`config.mk`:
```
export PLATFORM = sky130hd
export DESIGN_NAME = motion_mode_supervisor
export DESIGN_NICKNAME = d
export VERILOG_FILES = /design/src/sv/mms_pkg.sv /design/src/sv/mms_kin.sv /design/src/sv/mms_core.sv /design/src/sv/motion_mode_supervisor.sv
export SDC_FILE = /design/constraint.sdc
export NUM_CORES = 2
export LEC_CHECK = 0
export BUFFER_PORTS_ARGS = -buffer_cell sky130_fd_sc_hd__buf_2
export CAP_MARGIN = 20
export CORE_MARGIN = 4
export CORE_UTILIZATION = 60
export DETAILED_ROUTE_END_ITERATION = 12
export HOLD_SLACK_MARGIN = 0.05
export PLACE_DENSITY_LB_ADDON = 0.08
export SLEW_MARGIN = 20
export SYNTH_ARGS = -nofsm -noshare
export SYNTH_HDL_FRONTEND = slang
export SYNTH_SLANG_ARGS = --single-unit
```
`constraint.sdc`:
```
create_clock -name clk -period 12.28 [get_ports clk]
set_input_delay 1.842 -clock clk [delete_from_list [all_inputs] [get_ports clk]]
set_output_delay 1.842 -clock clk [all_outputs]
set_load 0.01 [all_outputs]
```
`src/sv/mms_pkg.sv`:
```
`timescale 1ns / 1ps

package mms_pkg;

  localparam int TICK_W  = 20;
  localparam int LIMIT_W = 20;
  localparam int SAMPLE_W = 20;
  localparam int Q_W     = 21;
  localparam int TIME_W  = 32;
  localparam int POS_W   = 32;
  localparam int G_W     = 8;

  localparam logic [1:0] OP_TICK  = 2'd0;
  localparam logic [1:0] OP_CMD   = 2'd1;
  localparam logic [1:0] OP_START = 2'd2;

  localparam logic [2:0] CMD_OK       = 3'd0;
  localparam logic [2:0] CMD_RESET    = 3'd1;
  localparam logic [2:0] CMD_STOP     = 3'd2;
  localparam logic [2:0] CMD_ACCEL    = 3'd3;
  localparam logic [2:0] CMD_SELFTEST = 3'd4;

  localparam logic [2:0] MODE_DEFAULT  = 3'd0;
  localparam logic [2:0] MODE_ERROR    = 3'd1;
  localparam logic [2:0] MODE_RESET    = 3'd2;
  localparam logic [2:0] MODE_STOPPING = 3'd3;
  localparam logic [2:0] MODE_ACCEL    = 3'd4;
  localparam logic [2:0] MODE_SELFTEST = 3'd5;

  localparam logic [1:0] FAULT_NONE    = 2'd0;
  localparam logic [1:0] FAULT_CURRENT = 2'd1;
  localparam logic [1:0] FAULT_VOLTAGE = 2'd2;

  localparam logic [1:0] REG_TICK    = 2'd0;
  localparam logic [1:0] REG_CURRENT = 2'd1;
  localparam logic [1:0] REG_VOLTAGE = 2'd2;

  localparam logic [TICK_W-1:0]  TICK_RESET  = 20'd6554;
  localparam logic [LIMIT_W-1:0] LIMIT_RESET = 20'd784466;

  localparam logic signed [Q_W-1:0] Q_ONE          = 21'sd65536;
  localparam logic signed [Q_W-1:0] V_MAX          = 21'sd655360;
  localparam logic signed [Q_W-1:0] BRAKE_FAST_LIM = 21'sd98304;
  localparam logic signed [Q_W-1:0] BRAKE_SLOW_LIM = 21'sd6554;
  localparam logic signed [Q_W-1:0] BRAKE_FAST     = 21'sd65536;
  localparam logic signed [Q_W-1:0] BRAKE_SLOW     = 21'sd3277;

  typedef struct packed {
    logic [TIME_W-1:0]       time_nxt;
    logic [POS_W-1:0]        pos_nxt;
    logic signed [Q_W-1:0]   vel_nxt;
    logic [G_W-1:0]          g;
  } kin_t;

endpackage

```
`src/sv/mms_kin.sv`:
```
`timescale 1ns / 1ps

module mms_kin (
  input  logic [mms_pkg::TIME_W-1:0]     time_i,
  input  logic [mms_pkg::POS_W-1:0]      pos_i,
  input  logic signed [mms_pkg::Q_W-1:0] vel_i,
  input  logic signed [mms_pkg::Q_W-1:0] acc_i,
  input  logic [mms_pkg::TICK_W-1:0]     dt_i,
  output mms_pkg::kin_t                  kin_o
);

  logic signed [41:0] vel_x;
  logic signed [41:0] acc_x;
  logic signed [41:0] dt_x;
  logic signed [41:0] vprod;
  logic signed [41:0] aprod;
  logic signed [26:0] vsum;
  logic signed [25:0] a10;
  logic signed [25:0] gsum;

  assign vel_x = 42'(vel_i);
  assign acc_x = 42'(acc_i);
  assign dt_x  = $signed({22'd0, dt_i});
  assign vprod = vel_x * dt_x;
  assign aprod = acc_x * dt_x;

  assign vsum = 27'(vel_i) + 27'($signed(aprod[41:16]));

  assign a10  = (26'(acc_i) <<< 3) + (26'(acc_i) <<< 1);
  assign gsum = a10 + (a10[25] ? 26'sd65535 : 26'sd0);

  always_comb begin
    kin_o.time_nxt = time_i + 32'(dt_i);
    kin_o.pos_nxt  = pos_i + {{6{vprod[41]}}, vprod[41:16]};
    if (vsum > 27'(mms_pkg::V_MAX)) begin
      kin_o.vel_nxt = mms_pkg::V_MAX;
    end else if (vsum < -27'(mms_pkg::V_MAX)) begin
      kin_o.vel_nxt = -mms_pkg::V_MAX;
    end else begin
      kin_o.vel_nxt = vsum[20:0];
    end
    kin_o.g = gsum[23:16];
  end

endmodule

```
`src/sv/mms_core.sv`:
```
`timescale 1ns / 1ps

module mms_core (
  input  logic                            clk,
  input  logic                            rst_n,
  input  logic                            fire,
  input  logic [1:0]                      op,
  input  logic [2:0]                      cmd,
  input  logic signed [mms_pkg::Q_W-1:0]  req,
  input  logic [mms_pkg::SAMPLE_W-1:0]    cur,
  input  logic [mms_pkg::SAMPLE_W-1:0]    volt,
  input  logic [mms_pkg::TICK_W-1:0]      dt,
  input  logic [mms_pkg::LIMIT_W-1:0]     cur_lim,
  input  logic [mms_pkg::LIMIT_W-1:0]     volt_lim,
  output logic                            out_free,
  output logic                            out_valid,
  input  logic                            out_stall,
  output logic [2:0]                      out_mode,
  output logic [mms_pkg::TIME_W-1:0]      out_elapsed_time,
  output logic signed [mms_pkg::POS_W-1:0] out_position,
  output logic signed [mms_pkg::Q_W-1:0]  out_velocity,
  output logic signed [mms_pkg::Q_W-1:0]  out_acceleration,
  output logic                            out_lamp,
  output logic [1:0]                      out_fault_code,
  output logic signed [mms_pkg::G_W-1:0]  out_longitudinal_g,
  output logic                            out_selftest_passed
);

  logic [2:0]                     mode_r, mode_nxt;
  logic [mms_pkg::TIME_W-1:0]     time_r, time_nxt;
  logic [mms_pkg::POS_W-1:0]      pos_r, pos_nxt;
  logic signed [mms_pkg::Q_W-1:0] vel_r, vel_nxt;
  logic signed [mms_pkg::Q_W-1:0] acc_r, acc_nxt;
  logic                           running_r, running_nxt;

  logic                           out_valid_r, out_valid_nxt;
  logic [2:0]                     out_mode_r;
  logic [mms_pkg::TIME_W-1:0]     out_time_r;
  logic [mms_pkg::POS_W-1:0]      out_pos_r;
  logic signed [mms_pkg::Q_W-1:0] out_vel_r;
  logic signed [mms_pkg::Q_W-1:0] out_acc_r;
  logic                           out_lamp_r;
  logic [1:0]                     out_fault_r;
  logic [mms_pkg::G_W-1:0]        out_g_r;
  logic                           out_passed_r;

  mms_pkg::kin_t                  kin;
  logic                           produce;
  logic                           lamp;
  logic [1:0]                     fault;
  logic                           passed;
  logic                           brake_done;
  logic signed [mms_pkg::Q_W-1:0] brake_acc;

  mms_kin u_kin (
    .time_i (time_r),
    .pos_i  (pos_r),
    .vel_i  (vel_r),
    .acc_i  (acc_r),
    .dt_i   (dt),
    .kin_o  (kin)
  );

  always_comb begin
    brake_done = 1'b0;
    brake_acc  = acc_r;
    if (kin.vel_nxt > mms_pkg::BRAKE_FAST_LIM) begin
      brake_acc = -mms_pkg::BRAKE_FAST;
    end else if (kin.vel_nxt > mms_pkg::BRAKE_SLOW_LIM) begin
      brake_acc = -mms_pkg::BRAKE_SLOW;
    end else if (kin.vel_nxt < -mms_pkg::BRAKE_FAST_LIM) begin
      brake_acc = mms_pkg::BRAKE_FAST;
    end else if (kin.vel_nxt < -mms_pkg::BRAKE_SLOW_LIM) begin
      brake_acc = mms_pkg::BRAKE_SLOW;
    end else begin
      brake_done = 1'b1;
    end
  end

  always_comb begin
    if (volt > volt_lim) begin
      fault = mms_pkg::FAULT_VOLTAGE;
    end else if (cur > cur_lim) begin
      fault = mms_pkg::FAULT_CURRENT;
    end else begin
      fault = mms_pkg::FAULT_NONE;
    end
  end

  always_comb begin
    mode_nxt    = mode_r;
    time_nxt    = time_r;
    pos_nxt     = pos_r;
    vel_nxt     = vel_r;
    acc_nxt     = acc_r;
    running_nxt = running_r;
    produce     = 1'b0;
    lamp        = 1'b0;
    passed      = 1'b0;
    if (fire) begin
      unique case (op)
        mms_pkg::OP_START: begin
          mode_nxt    = mms_pkg::MODE_DEFAULT;
          time_nxt    = '0;
          pos_nxt     = '0;
          vel_nxt     = '0;
          acc_nxt     = '0;
          running_nxt = 1'b1;
        end
        mms_pkg::OP_CMD: begin
          unique case (cmd)
            mms_pkg::CMD_OK:    mode_nxt = mms_pkg::MODE_DEFAULT;
            mms_pkg::CMD_RESET: mode_nxt = mms_pkg::MODE_RESET;
            mms_pkg::CMD_STOP:  mode_nxt = mms_pkg::MODE_STOPPING;
            mms_pkg::CMD_ACCEL: begin
              mode_nxt = mms_pkg::MODE_DEFAULT;
              if (req > mms_pkg::V_MAX) begin
                acc_nxt = mms_pkg::V_MAX;
              end else if (req < -mms_pkg::V_MAX) begin
                acc_nxt = -mms_pkg::V_MAX;
              end else begin
                acc_nxt = req;
              end
            end
            mms_pkg::CMD_SELFTEST: begin
              acc_nxt  = mms_pkg::Q_ONE;
              mode_nxt = mms_pkg::MODE_SELFTEST;
            end
            default: ;
          endcase
        end
        mms_pkg::OP_TICK: begin
          if (running_r) begin
            produce  = 1'b1;
            time_nxt = kin.time_nxt;
            pos_nxt  = kin.pos_nxt;
            vel_nxt  = kin.vel_nxt;
            lamp     = (kin.vel_nxt == mms_pkg::V_MAX);
            unique case (mode_r)
              mms_pkg::MODE_DEFAULT: begin
                if (fault != mms_pkg::FAULT_NONE) begin
                  mode_nxt    = mms_pkg::MODE_ERROR;
                  lamp        = 1'b1;
                  running_nxt = 1'b0;
                end
              end
              mms_pkg::MODE_ERROR: lamp = 1'b1;
              mms_pkg::MODE_RESET: begin
                mode_nxt = mms_pkg::MODE_DEFAULT;
                pos_nxt  = '0;
                vel_nxt  = '0;
                acc_nxt  = '0;
                lamp     = 1'b0;
              end
              mms_pkg::MODE_STOPPING: begin
                acc_nxt = brake_acc;
                if (brake_done) begin
                  mode_nxt = mms_pkg::MODE_DEFAULT;
                  acc_nxt  = '0;
                end
              end
              mms_pkg::MODE_SELFTEST: begin
                lamp    = 1'b1;
                acc_nxt = brake_acc;
                if (brake_done) begin
                  passed   = 1'b1;
                  mode_nxt = mms_pkg::MODE_RESET;
                end
              end
              default: ;
            endcase
          end
        end
        default: ;
      endcase
    end
  end

  assign out_free = !out_valid_r || !out_stall;

  always_comb begin
    out_valid_nxt = out_valid_r;
    if (fire && produce) begin
      out_valid_nxt = 1'b1;
    end else if (!out_stall) begin
      out_valid_nxt = 1'b0;
    end
  end

  always_ff @(posedge clk) begin
    if (!rst_n) begin
      mode_r      <= mms_pkg::MODE_DEFAULT;
      time_r      <= '0;
      pos_r       <= '0;
      vel_r       <= '0;
      acc_r       <= '0;
      running_r   <= 1'b0;
      out_valid_r <= 1'b0;
    end else begin
      mode_r      <= mode_nxt;
      time_r      <= time_nxt;
      pos_r       <= pos_nxt;
      vel_r       <= vel_nxt;
      acc_r       <= acc_nxt;
      running_r   <= running_nxt;
      out_valid_r <= out_valid_nxt;
    end
  end

  always_ff @(posedge clk) begin
    if (fire && produce) begin
      out_mode_r   <= mode_nxt;
      out_time_r   <= time_nxt;
      out_pos_r    <= pos_nxt;
      out_vel_r    <= vel_nxt;
      out_acc_r    <= acc_nxt;
      out_lamp_r   <= lamp;
      out_fault_r  <= (mode_r == mms_pkg::MODE_DEFAULT) ? fault : mms_pkg::FAULT_NONE;
      out_g_r      <= kin.g;
      out_passed_r <= passed;
    end
  end

  assign out_valid           = out_valid_r;
  assign out_mode            = out_mode_r;
  assign out_elapsed_time    = out_time_r;
  assign out_position        = $signed(out_pos_r);
  assign out_velocity        = out_vel_r;
  assign out_acceleration    = out_acc_r;
  assign out_lamp            = out_lamp_r;
  assign out_fault_code      = out_fault_r;
  assign out_longitudinal_g  = $signed(out_g_r);
  assign out_selftest_passed = out_passed_r;

  a_vel_range: assert property (@(posedge clk) disable iff (!rst_n)
    (vel_r <= mms_pkg::V_MAX) && (vel_r >= -mms_pkg::V_MAX))
    else $error("velocity state out of range");

  a_start: assert property (@(posedge clk) disable iff (!rst_n)
    (fire && op == mms_pkg::OP_START) |=>
      (running_r && mode_r == mms_pkg::MODE_DEFAULT && vel_r == '0 && time_r == '0))
    else $error("start did not clear motion state");

  a_fault_mode: assert property (@(posedge clk) disable iff (!rst_n)
    (out_valid_r && out_fault_r != mms_pkg::FAULT_NONE) |->
      (out_mode_r == mms_pkg::MODE_ERROR && out_lamp_r))
    else $error("fault reported without error mode");

  a_fault_stop: assert property (@(posedge clk) disable iff (!rst_n)
    (fire && produce && mode_r == mms_pkg::MODE_DEFAULT && fault != mms_pkg::FAULT_NONE)
      |=> !running_r)
    else $error("fault did not halt ticking");

  a_passed: assert property (@(posedge clk) disable iff (!rst_n)
    (out_valid_r && out_passed_r) |-> (out_mode_r == mms_pkg::MODE_RESET))
    else $error("self test pass without reset mode");

endmodule

```
`src/sv/motion_mode_supervisor.sv`:
```
`timescale 1ns / 1ps

// One-axis motion simulator with mode supervisor. In the compute stage, an
// item sits in the input register, and the integrator and mode rules update
// the motion state and load the result register when the item fires, so an
// item is accepted every cycle unless a result is held by out_stall while
// the input register is full. A result passes the input register and then
// the result register, and comes only for ticks while running. Configuration
// writes always complete (cfg_ready is tied high); write only while idle.
module motion_mode_supervisor (
  input  logic                             clk,
  input  logic                             rst_n,
  input  logic                             cfg_valid,
  output logic                             cfg_ready,
  input  logic [1:0]                       cfg_index,
  input  logic [19:0]                      cfg_data,
  input  logic                             in_valid,
  output logic                             in_stall,
  input  logic [1:0]                       in_operation,
  input  logic [2:0]                       in_command,
  input  logic signed [mms_pkg::Q_W-1:0]   in_accel_request,
  input  logic [mms_pkg::SAMPLE_W-1:0]     in_current_sample,
  input  logic [mms_pkg::SAMPLE_W-1:0]     in_voltage_sample,
  output logic                             out_valid,
  input  logic                             out_stall,
  output logic [2:0]                       out_mode,
  output logic [mms_pkg::TIME_W-1:0]       out_elapsed_time,
  output logic signed [mms_pkg::POS_W-1:0] out_position,
  output logic signed [mms_pkg::Q_W-1:0]   out_velocity,
  output logic signed [mms_pkg::Q_W-1:0]   out_acceleration,
  output logic                             out_lamp,
  output logic [1:0]                       out_fault_code,
  output logic signed [mms_pkg::G_W-1:0]   out_longitudinal_g,
  output logic                             out_selftest_passed
);

  logic [mms_pkg::TICK_W-1:0]     tick_r;
  logic [mms_pkg::LIMIT_W-1:0]    cur_lim_r;
  logic [mms_pkg::LIMIT_W-1:0]    volt_lim_r;

  logic                           item_v_r, item_v_nxt;
  logic [1:0]                     op_r;
  logic [2:0]                     cmd_r;
  logic signed [mms_pkg::Q_W-1:0] req_r;
  logic [mms_pkg::SAMPLE_W-1:0]   cur_r;
  logic [mms_pkg::SAMPLE_W-1:0]   volt_r;

  logic                           out_free;
  logic                           fire;
  logic                           accept;

  assign cfg_ready = 1'b1;

  always_ff @(posedge clk) begin
    if (!rst_n) begin
      tick_r     <= mms_pkg::TICK_RESET;
      cur_lim_r  <= mms_pkg::LIMIT_RESET;
      volt_lim_r <= mms_pkg::LIMIT_RESET;
    end else if (cfg_valid && cfg_ready) begin
      unique case (cfg_index)
        mms_pkg::REG_TICK:    tick_r     <= cfg_data;
        mms_pkg::REG_CURRENT: cur_lim_r  <= cfg_data;
        mms_pkg::REG_VOLTAGE: volt_lim_r <= cfg_data;
        default: ;
      endcase
    end
  end

  assign fire     = item_v_r && out_free;
  assign in_stall = item_v_r && !out_free;
  assign accept   = in_valid && !in_stall;

  always_comb begin
    item_v_nxt = item_v_r;
    if (accept) begin
      item_v_nxt = 1'b1;
    end else if (fire) begin
      item_v_nxt = 1'b0;
    end
  end

  always_ff @(posedge clk) begin
    if (!rst_n) begin
      item_v_r <= 1'b0;
    end else begin
      item_v_r <= item_v_nxt;
    end
  end

  always_ff @(posedge clk) begin
    if (accept) begin
      op_r   <= in_operation;
      cmd_r  <= in_command;
      req_r  <= in_accel_request;
      cur_r  <= in_current_sample;
      volt_r <= in_voltage_sample;
    end
  end

  mms_core u_core (
    .clk                 (clk),
    .rst_n               (rst_n),
    .fire                (fire),
    .op                  (op_r),
    .cmd                 (cmd_r),
    .req                 (req_r),
    .cur                 (cur_r),
    .volt                (volt_r),
    .dt                  (tick_r),
    .cur_lim             (cur_lim_r),
    .volt_lim            (volt_lim_r),
    .out_free            (out_free),
    .out_valid           (out_valid),
    .out_stall           (out_stall),
    .out_mode            (out_mode),
    .out_elapsed_time    (out_elapsed_time),
    .out_position        (out_position),
    .out_velocity        (out_velocity),
    .out_acceleration    (out_acceleration),
    .out_lamp            (out_lamp),
    .out_fault_code      (out_fault_code),
    .out_longitudinal_g  (out_longitudinal_g),
    .out_selftest_passed (out_selftest_passed)
  );

endmodule
```
== Yosys cells after proc, flatten, opt, wreduce, memory -nomap -nowiden ==
Cells that the tools add are included.

* Multipliers: 2
* Multiplexer cells: 54
* Equality and inequality tests: 14
* $lt $le $gt $ge: 10
* Add/sub/neg operators: 5
* Reductions and logical operators: 24

{| class="wikitable"
|+ Operators by type and width
! cell !! number
|-
| 2-to-1 mux 21 bit || 14
|-
| 2-to-1 mux 32 bit || 5
|-
| case mux 32 bit (2 select lines) || 2
|-
| case mux 21 bit (3 select lines) || 2
|-
| multiplier 21 x 21 -> 42 bit || 2
|-
| case mux 21 bit (2 select lines) || 2
|-
| > comparator 20 bit || 2
|-
| adder 32 x 20 -> 32 bit || 1
|-
| adder 32 bit || 1
|-
| adder 21 x 26 -> 27 bit || 1
|-
| > comparator 27 x 21 -> 1 bit, second input constant || 1
|-
| < comparator 27 x 21 -> 1 bit, second input constant || 1
|-
| adder 24 x 22 -> 25 bit || 1
|-
| adder 24 x 17 -> 24 bit || 1
|-
| case mux 3 bit (4 select lines) || 2
|-
| == test 21 bit, second input constant || 1
|-
| > comparator 21 x 14 -> 1 bit, second input constant || 1
|-
| > comparator 21 x 18 -> 1 bit, second input constant || 1
|-
| > comparator 21 bit, second input constant || 1
|-
| < comparator 21 x 14 -> 1 bit, second input constant || 1
|-
| < comparator 21 x 18 -> 1 bit, second input constant || 1
|-
| < comparator 21 bit, second input constant || 1
|-
| 2-to-1 mux 1 bit || 17
|-
| 2-to-1 mux 16 bit || 1
|-
| 21 further kinds || 46
|}

* Logic and storage cells: 134
* Input bits: 93
* Register bits after elaboration: 359
* Output and inout port bits: 124

== Longest topological paths before layout ==
* Depth in word-level cells: 15
* Mapped depth: 45
* Gate-level depth less buffers: 42

== Hierarchy ==
Synthesis repeated with hierarchy kept, for this count alone.

* Cells, all modules: 5227
* Area total of the unflattened synthesis: 50179.4 um^2

{| class="wikitable"
|+ Modules (own cells, without submodules)
! module !! cells an instance !! area an instance (um^2) !! instances !! seq. area each (um^2)
|-
| mms_kin || 4050 || 35725.5 || 1 || 0.0
|-
| mms_core || 872 || 10020.9 || 1 || 5855.6
|-
| motion_mode_supervisor || 305 || 4433.0 || 1 || 3203.1
|}

== Least setup slack after synthesis ==
OpenSTA, ideal clock, no wires.

* Path kind: reg2reg
* Start point: register u_core.acc_r[9] in the netlist's numbering
* End point: register u_core.out_acc_r (netlist bit u_core.out_acceleration[16]), data pin
* Required time: 12017 ps
* Buffers on the path: 3
* Data arrival time: 10209 ps
* Slack: 1808 ps
* Cell stages (with the launch flop): 44
* Setup time: 263 ps
* Period minus slack after synthesis: 10472 ps
* Cell sequence: dfxtp_1 -> clkbuf_1 -> and2_1 -> fa_1 -> fa_1 -> inv_1 -> fa_1 -> inv_1 -> fa_1 -> inv_1 -> fa_1 -> inv_1 -> fa_1 -> inv_1 -> fa_1 -> inv_1 -> ha_1 -> nand4_1 -> [... 8 more ...] -> o21ai_0 -> xor2_1 -> ha_1 -> buf_2 -> a21o_1 -> a21o_1 -> o22ai_1 -> or3_4 -> a21oi_2 -> or4_1 -> and3_1 -> buf_6 -> or4b_4 -> a21o_4 -> o21ai_0 -> a221oi_1 -> o32ai_1 -> nand2_1

* Longest elaborated chain between the ends: 15
* Elaborated cells on any way between the ends: 23
* Classes of those cells: add/sub (1); mul (1); order compare (6); mux (15)

{| class="wikitable"
|+ Ends and longest elaborated chain
! item !! line !! RTL
|-
| from (decl) || mms_core.sv:33 || <nowiki>logic signed [mms_pkg::Q_W-1:0] acc_r, acc_nxt;</nowiki>
|-
| from (signal assigned) || mms_core.sv:204 || <nowiki>acc_r <= acc_nxt;</nowiki>
|-
| multiplier 21 x 21 -> 42 bit * || mms_kin.sv:25 || <nowiki>assign aprod = acc_x * dt_x;</nowiki>
|-
| adder 21 x 26 -> 27 bit * || mms_kin.sv:27 || <nowiki>assign vsum = 27'(vel_i) + 27'($signed(aprod[41:16]));</nowiki>
|-
| < comparator 27 x 21 -> 1 bit || mms_kin.sv:37 || <nowiki>end else if (vsum < -27'(mms_pkg::V_MAX)) begin</nowiki>
|-
| 2-to-1 mux 21 bit || mms_kin.sv:37 ||
|-
| 2-to-1 mux 21 bit * || mms_kin.sv:35 || <nowiki>if (vsum > 27'(mms_pkg::V_MAX)) begin</nowiki>
|-
| < comparator 21 x 14 -> 1 bit || mms_core.sv:73 || <nowiki>end else if (kin.vel_nxt < -mms_pkg::BRAKE_SLOW_LIM) begin</nowiki>
|-
| 2-to-1 mux 21 bit or 2-to-1 mux 1 bit (tied branches) || mms_core.sv:73 ||
|-
| 2-to-1 mux 21 bit or 2-to-1 mux 1 bit (tied branches) || mms_core.sv:71 || <nowiki>end else if (kin.vel_nxt < -mms_pkg::BRAKE_FAST_LIM) begin</nowiki>
|-
| 2-to-1 mux 21 bit or 2-to-1 mux 1 bit (tied branches) || mms_core.sv:69 || <nowiki>end else if (kin.vel_nxt > mms_pkg::BRAKE_SLOW_LIM) begin</nowiki>
|-
| 2-to-1 mux 21 bit or 2-to-1 mux 1 bit (tied branches) || mms_core.sv:67 || <nowiki>if (kin.vel_nxt > mms_pkg::BRAKE_FAST_LIM) begin</nowiki>
|-
| 2-to-1 mux 21 bit || mms_core.sv:157 || <nowiki>if (brake_done) begin</nowiki>
|-
| case mux 21 bit (3 select lines) * || mms_core.sv:139 || <nowiki>unique case (mode_r)</nowiki>
|-
| 2-to-1 mux 21 bit * || mms_core.sv:133 || <nowiki>if (running_r) begin</nowiki>
|-
| case mux 21 bit (3 select lines) * || mms_core.sv:101 || <nowiki>unique case (op)</nowiki>
|-
| 2-to-1 mux 21 bit * || mms_core.sv:100 || <nowiki>if (fire) begin</nowiki>
|-
| named net u_core.acc_nxt, one bit || mms_core.sv:33 ||
|-
| to (signal assigned) || mms_core.sv:216 || <nowiki>out_acc_r <= acc_nxt;</nowiki>
|-
| to (decl) || mms_core.sv:41 || <nowiki>logic signed [mms_pkg::Q_W-1:0] out_acc_r;</nowiki>
|}

Mark *: on every way through the listed nets, which the timed path passes. The rest lies on a longest branch.
A chain may end at the register's enable or synchronous reset.

== Worst setup path in the final report ==
* Start point: register u_core.acc_r[9] in the netlist's numbering
* End point: register u_core.out_acc_r (netlist bit u_core.out_acceleration[6]), data pin

The elaborated chain is that of the path after synthesis.

==> summary.md <==
| Metric | Value |
|---|---|
| Chip Height | `297 um` |
| Fraction of registers with async set/reset | `0%` |
| Met2 usage | `49.4%` |
| Max Freq | `85.3 MHz` |
| Critical path depth | `44` |
| P&R area growth vs syn | `7.97%` |
| Fin crit share | `95.5%` |
| Die ar. | `87900 sq um` |
| Clock Path Buffers | `3` |
| CTS tree | `built` |
| Top-count cell post-synth | `inv_1` |
| Worst Reg2Reg Path Length in Cells | `44` |
| Worst Hold Class | `flop to flop` |
| FP Rows | `105` |
| Synthesized area per cell | `9.42 sq um` |
| Pleak | `26.5 nW` |
| Cell taking the most area after synthesis | `fa_1` |
| Max Fanout on Critical Path | `12` |
| Worst setup SP type | `flop` |
| Placed cell count | `6480` |
| Root Driver | `clkbuf_16` |
| Clock Power Share | `44.5%` |
| Ys Warns | `0` |
| PD cells | `53.0 nW/um^2` |
| Met3 GRT Util | `7.47%` |
| Register area share after synthesis | `18.1%` |
| Final min period | `11.72 ns` |
| Final antenna-violating net count | `0` |
| Crit path top cell by count | `fa_1` |
| CP arrival | `12.12 ns` |
| Worst-path cell with the longest stage delay | `o21ai_0` |
| Layout cells sized above 1 | `8.63%` |
| Drt pass-1 iters | `6` |
| Largest net degree at the start of global routing | `79` |
| IO buf count | `215` |
| WS Path Type | `flop to flop` |
| WP data required | `12.68 ns` |
| CTS clk-pin slew, worst paths | `0.06 ns` |
| Area of the multi-input gates | `36200 sq um` |
| Nets@finish | `6797` |
| Worst Tran Pin Value | `1.30 ns` |
| Dpl hpwl | `110000 um` |
| CP bufs+invs | `11` |
| # fillers | `6918` |
| Number of max-cap violations | `0` |
| Synth Register Bits | `359` |
| Largest delay contributor family on the critical path | `adder cells` |
| Vias in the first global route | `39300` |
| GRT Residual Overflow | `0` |
| # DRC | `0` |
| Max-slew headroom | `10.8%` |
| Final setup viols | `0` |
| Worst ir drop on vdd | `0.000132 V` |
| Tot GR Track Use | `32.6%` |
| Post-Syn Instances | `5303` |
| Drt wl/cell | `21.0 um` |
| Most used DFF post-synth | `edfxtp_1` |
| Clock skew | `0.0252 ns` |
| Final Total Pwr | `2.86 mW` |
| Die Wd | `297 um` |
| WL final | `137000 um` |
| Global route hottest layer | `met2` |
| Grt met1 use | `47.2%` |
| Starting Density | `60.7%` |
| FF+latch area | `9060 sq um` |
| Critical Path End Type | `flop` |
| Gate power share | `9.5%` |
| Placer congestion estimate | `0.952` |
| H-tree levels | `2` |
| Internal | `2.11 mW` |
| Final hold vios | `0` |
| Worst hold stages | `2` |
| Cts bufs inserted | `39` |
| Post-synth EDFFs | `187` |
| Initial DRC count | `2715` |
| Sw Ratio | `26.2%` |
| Final core occ | `65.6%` |
| CTS Sinks | `359` |
| Slew Viols, Final | `0` |
| Synth top area cells | `fa_1 35%, edfxtp_1 11%, ha_1 9.4%` |
| Setup TNS | `0 ns` |
| Antenna violations before repair | `8` |
| Sw power | `0.747 mW` |
| Reg power frac | `46.0%` |
| Mapped cell area | `49900 sq um` |
| Core region area | `82200 sq um` |
| Syn nets | `6648` |
| Synth top area share | `35.1%` |
| Vias post-DR | `37500` |
| Synth unique cells | `96` |
| Status | `finished clean` |
| Unrepaired setup endpoints after global routing | `false` |
| Worst-Skew Late Latency | `0.59 ns` |
| I/O pins | `217` |
| First-pass GRT wire length | `221000 um` |
| Avg Vias per Cell | `5.72` |
| Post-synth top cells | `1011 x inv_1, 876 x fa_1, 643 x nand2_1` |
| Post-CTS setup buffers | `0` |
| Fin cells | `6554` |
| Critical path's largest stage delay | `0.55 ns` |
repair_timing:
| item | in CTS | in global routing |
|---|---|---|
| hold buffers | 0 | 0 |
| setup endpoints to repair | 0 | 50 |
| resized for setup | 0 | 8 |
through the flow:
stage	instance area (sq um)	hold slack [ns]	setup slack, ns
5_1_grt	53900	0.479	0.0181
2_1_floorplan	49900	0.436	1.81
3_3_place_gp	52500	0.444	0.767
6_report	53900	0.454	0.557
3_5_place_dp	52500	0.448	0.606
4_1_cts	53900	0.456	0.544
state kept, by name (all words and copies together), names as in the netlist, 20 cells and up:
register and count:
u_core.out_elapsed_time 32, u_core.pos_r 32, u_core.out_position 32, cur_r 20, volt_r 20, cur_lim_r 20
u_core.vel_r 21, req_r 21, u_core.acc_r 21, u_core.out_acceleration 21, u_core.time_r 32, tick_r 20
u_core.out_velocity 21, volt_lim_r 20
per-layer routing:
layer / up-vias / wire length (um)
met4: 6 / 5100
met2: 1510 / 59700
met3: 224 / 13400
met5: - / 54
met1: 18800 / 59200
li1: 16900 / -
worst register-to-register path: cells and delay by family (launching register included):
family,cells,cell delay [ns]
AND/OR/NAND/NOR,8,1.93
adder cells (fa/ha/maj),9,4.02
AO/OA/AOI/OAI,15,3.69
flip-flops,1,0.38
buffers and inverters,11,1.28
XOR/XNOR,1,0.29
power by group through the flow:
stage / Combinational, mW / Sequential (mW) / Clock [mW]
2_1_floorplan: 0.166 / 1.32 / 0
3_3_place_gp: 0.262 / 1.34 / 0
3_5_place_dp: 0.265 / 1.34 / 0
4_1_cts: 0.267 / 1.31 / 1.29
5_1_grt: 0.296 / 1.32 / 1.34
6_report: 0.272 / 1.31 / 1.27
path summary, 6_finish.rpt:
check | start | slack [ns] | end
min reg2reg | volt_lim_r[18] | 0.45 | volt_lim_r[18]
min | volt_lim_r[18] | 0.45 | volt_lim_r[18]
max reg2reg | u_core.acc_r[9] | 0.56 | u_core.out_acceleration[6]
max | u_core.acc_r[9] | 0.56 | u_core.out_acceleration[6]
kinds of logic (layout without fill, tap and decap cells):
kind of cell	Yosys count	in the layout	synth area share (%)
other cells	1	2	0.00751
fa+ha+maj	1252	1252	44.5
xor+xnor	152	152	2.67
flops	359	359	18.1
mux	2	2	0.0426
compound gates	674	674	8.97
buf+inv	1252	1432	9.46
simple gates	1611	1611	16.2
placed cells by master, fill, tap and decap left out, drive strengths merged, types with 7 or more instances in the layout:
cell type  synthesis  layout
nand3             46      46
a31oi             15      15
buf               15     348
a21boi            11      11
o21a              31      31
a31o              11      11
clkbuf           225      45
nor4b              7       7
a21o              62      62
xor2              59      59
a211oi            15      15
nor4              22      22
a221o             12      12
xnor2             93      93
nor2b             27      27
o211ai            38      38
edfxtp           187     187
nor3              54      54
or2                8       8
nand2b            21      21
and2             539     539
o21ai            151     151
dfxtp            172     172
clkinv             0      12
and3              17      17
o2111ai            7       7
fa               876     876
nor2             154     154
o31ai             18      18
o21bai            19      19
ha               376     376
a22o              28      28
nand2            644     644
a21oi            179     179
nor3b              9       9
or3               15      15
nand4             28      28
inv             1012    1016
cell type report:
type | instances | area share, %
Clock buffer | 45 | 1.97
Sequential cell | 359 | 16.8
Inverter | 1012 | 7.05
Antenna cell | 1 | 0.00464
Tap cell | 1070 | 2.48
Multi-Input combinational cell | 3692 | 67.2
Timing Repair Buffer | 348 | 3.94
Clock inverter | 27 | 0.573
(Power assumes the default switching activity.)
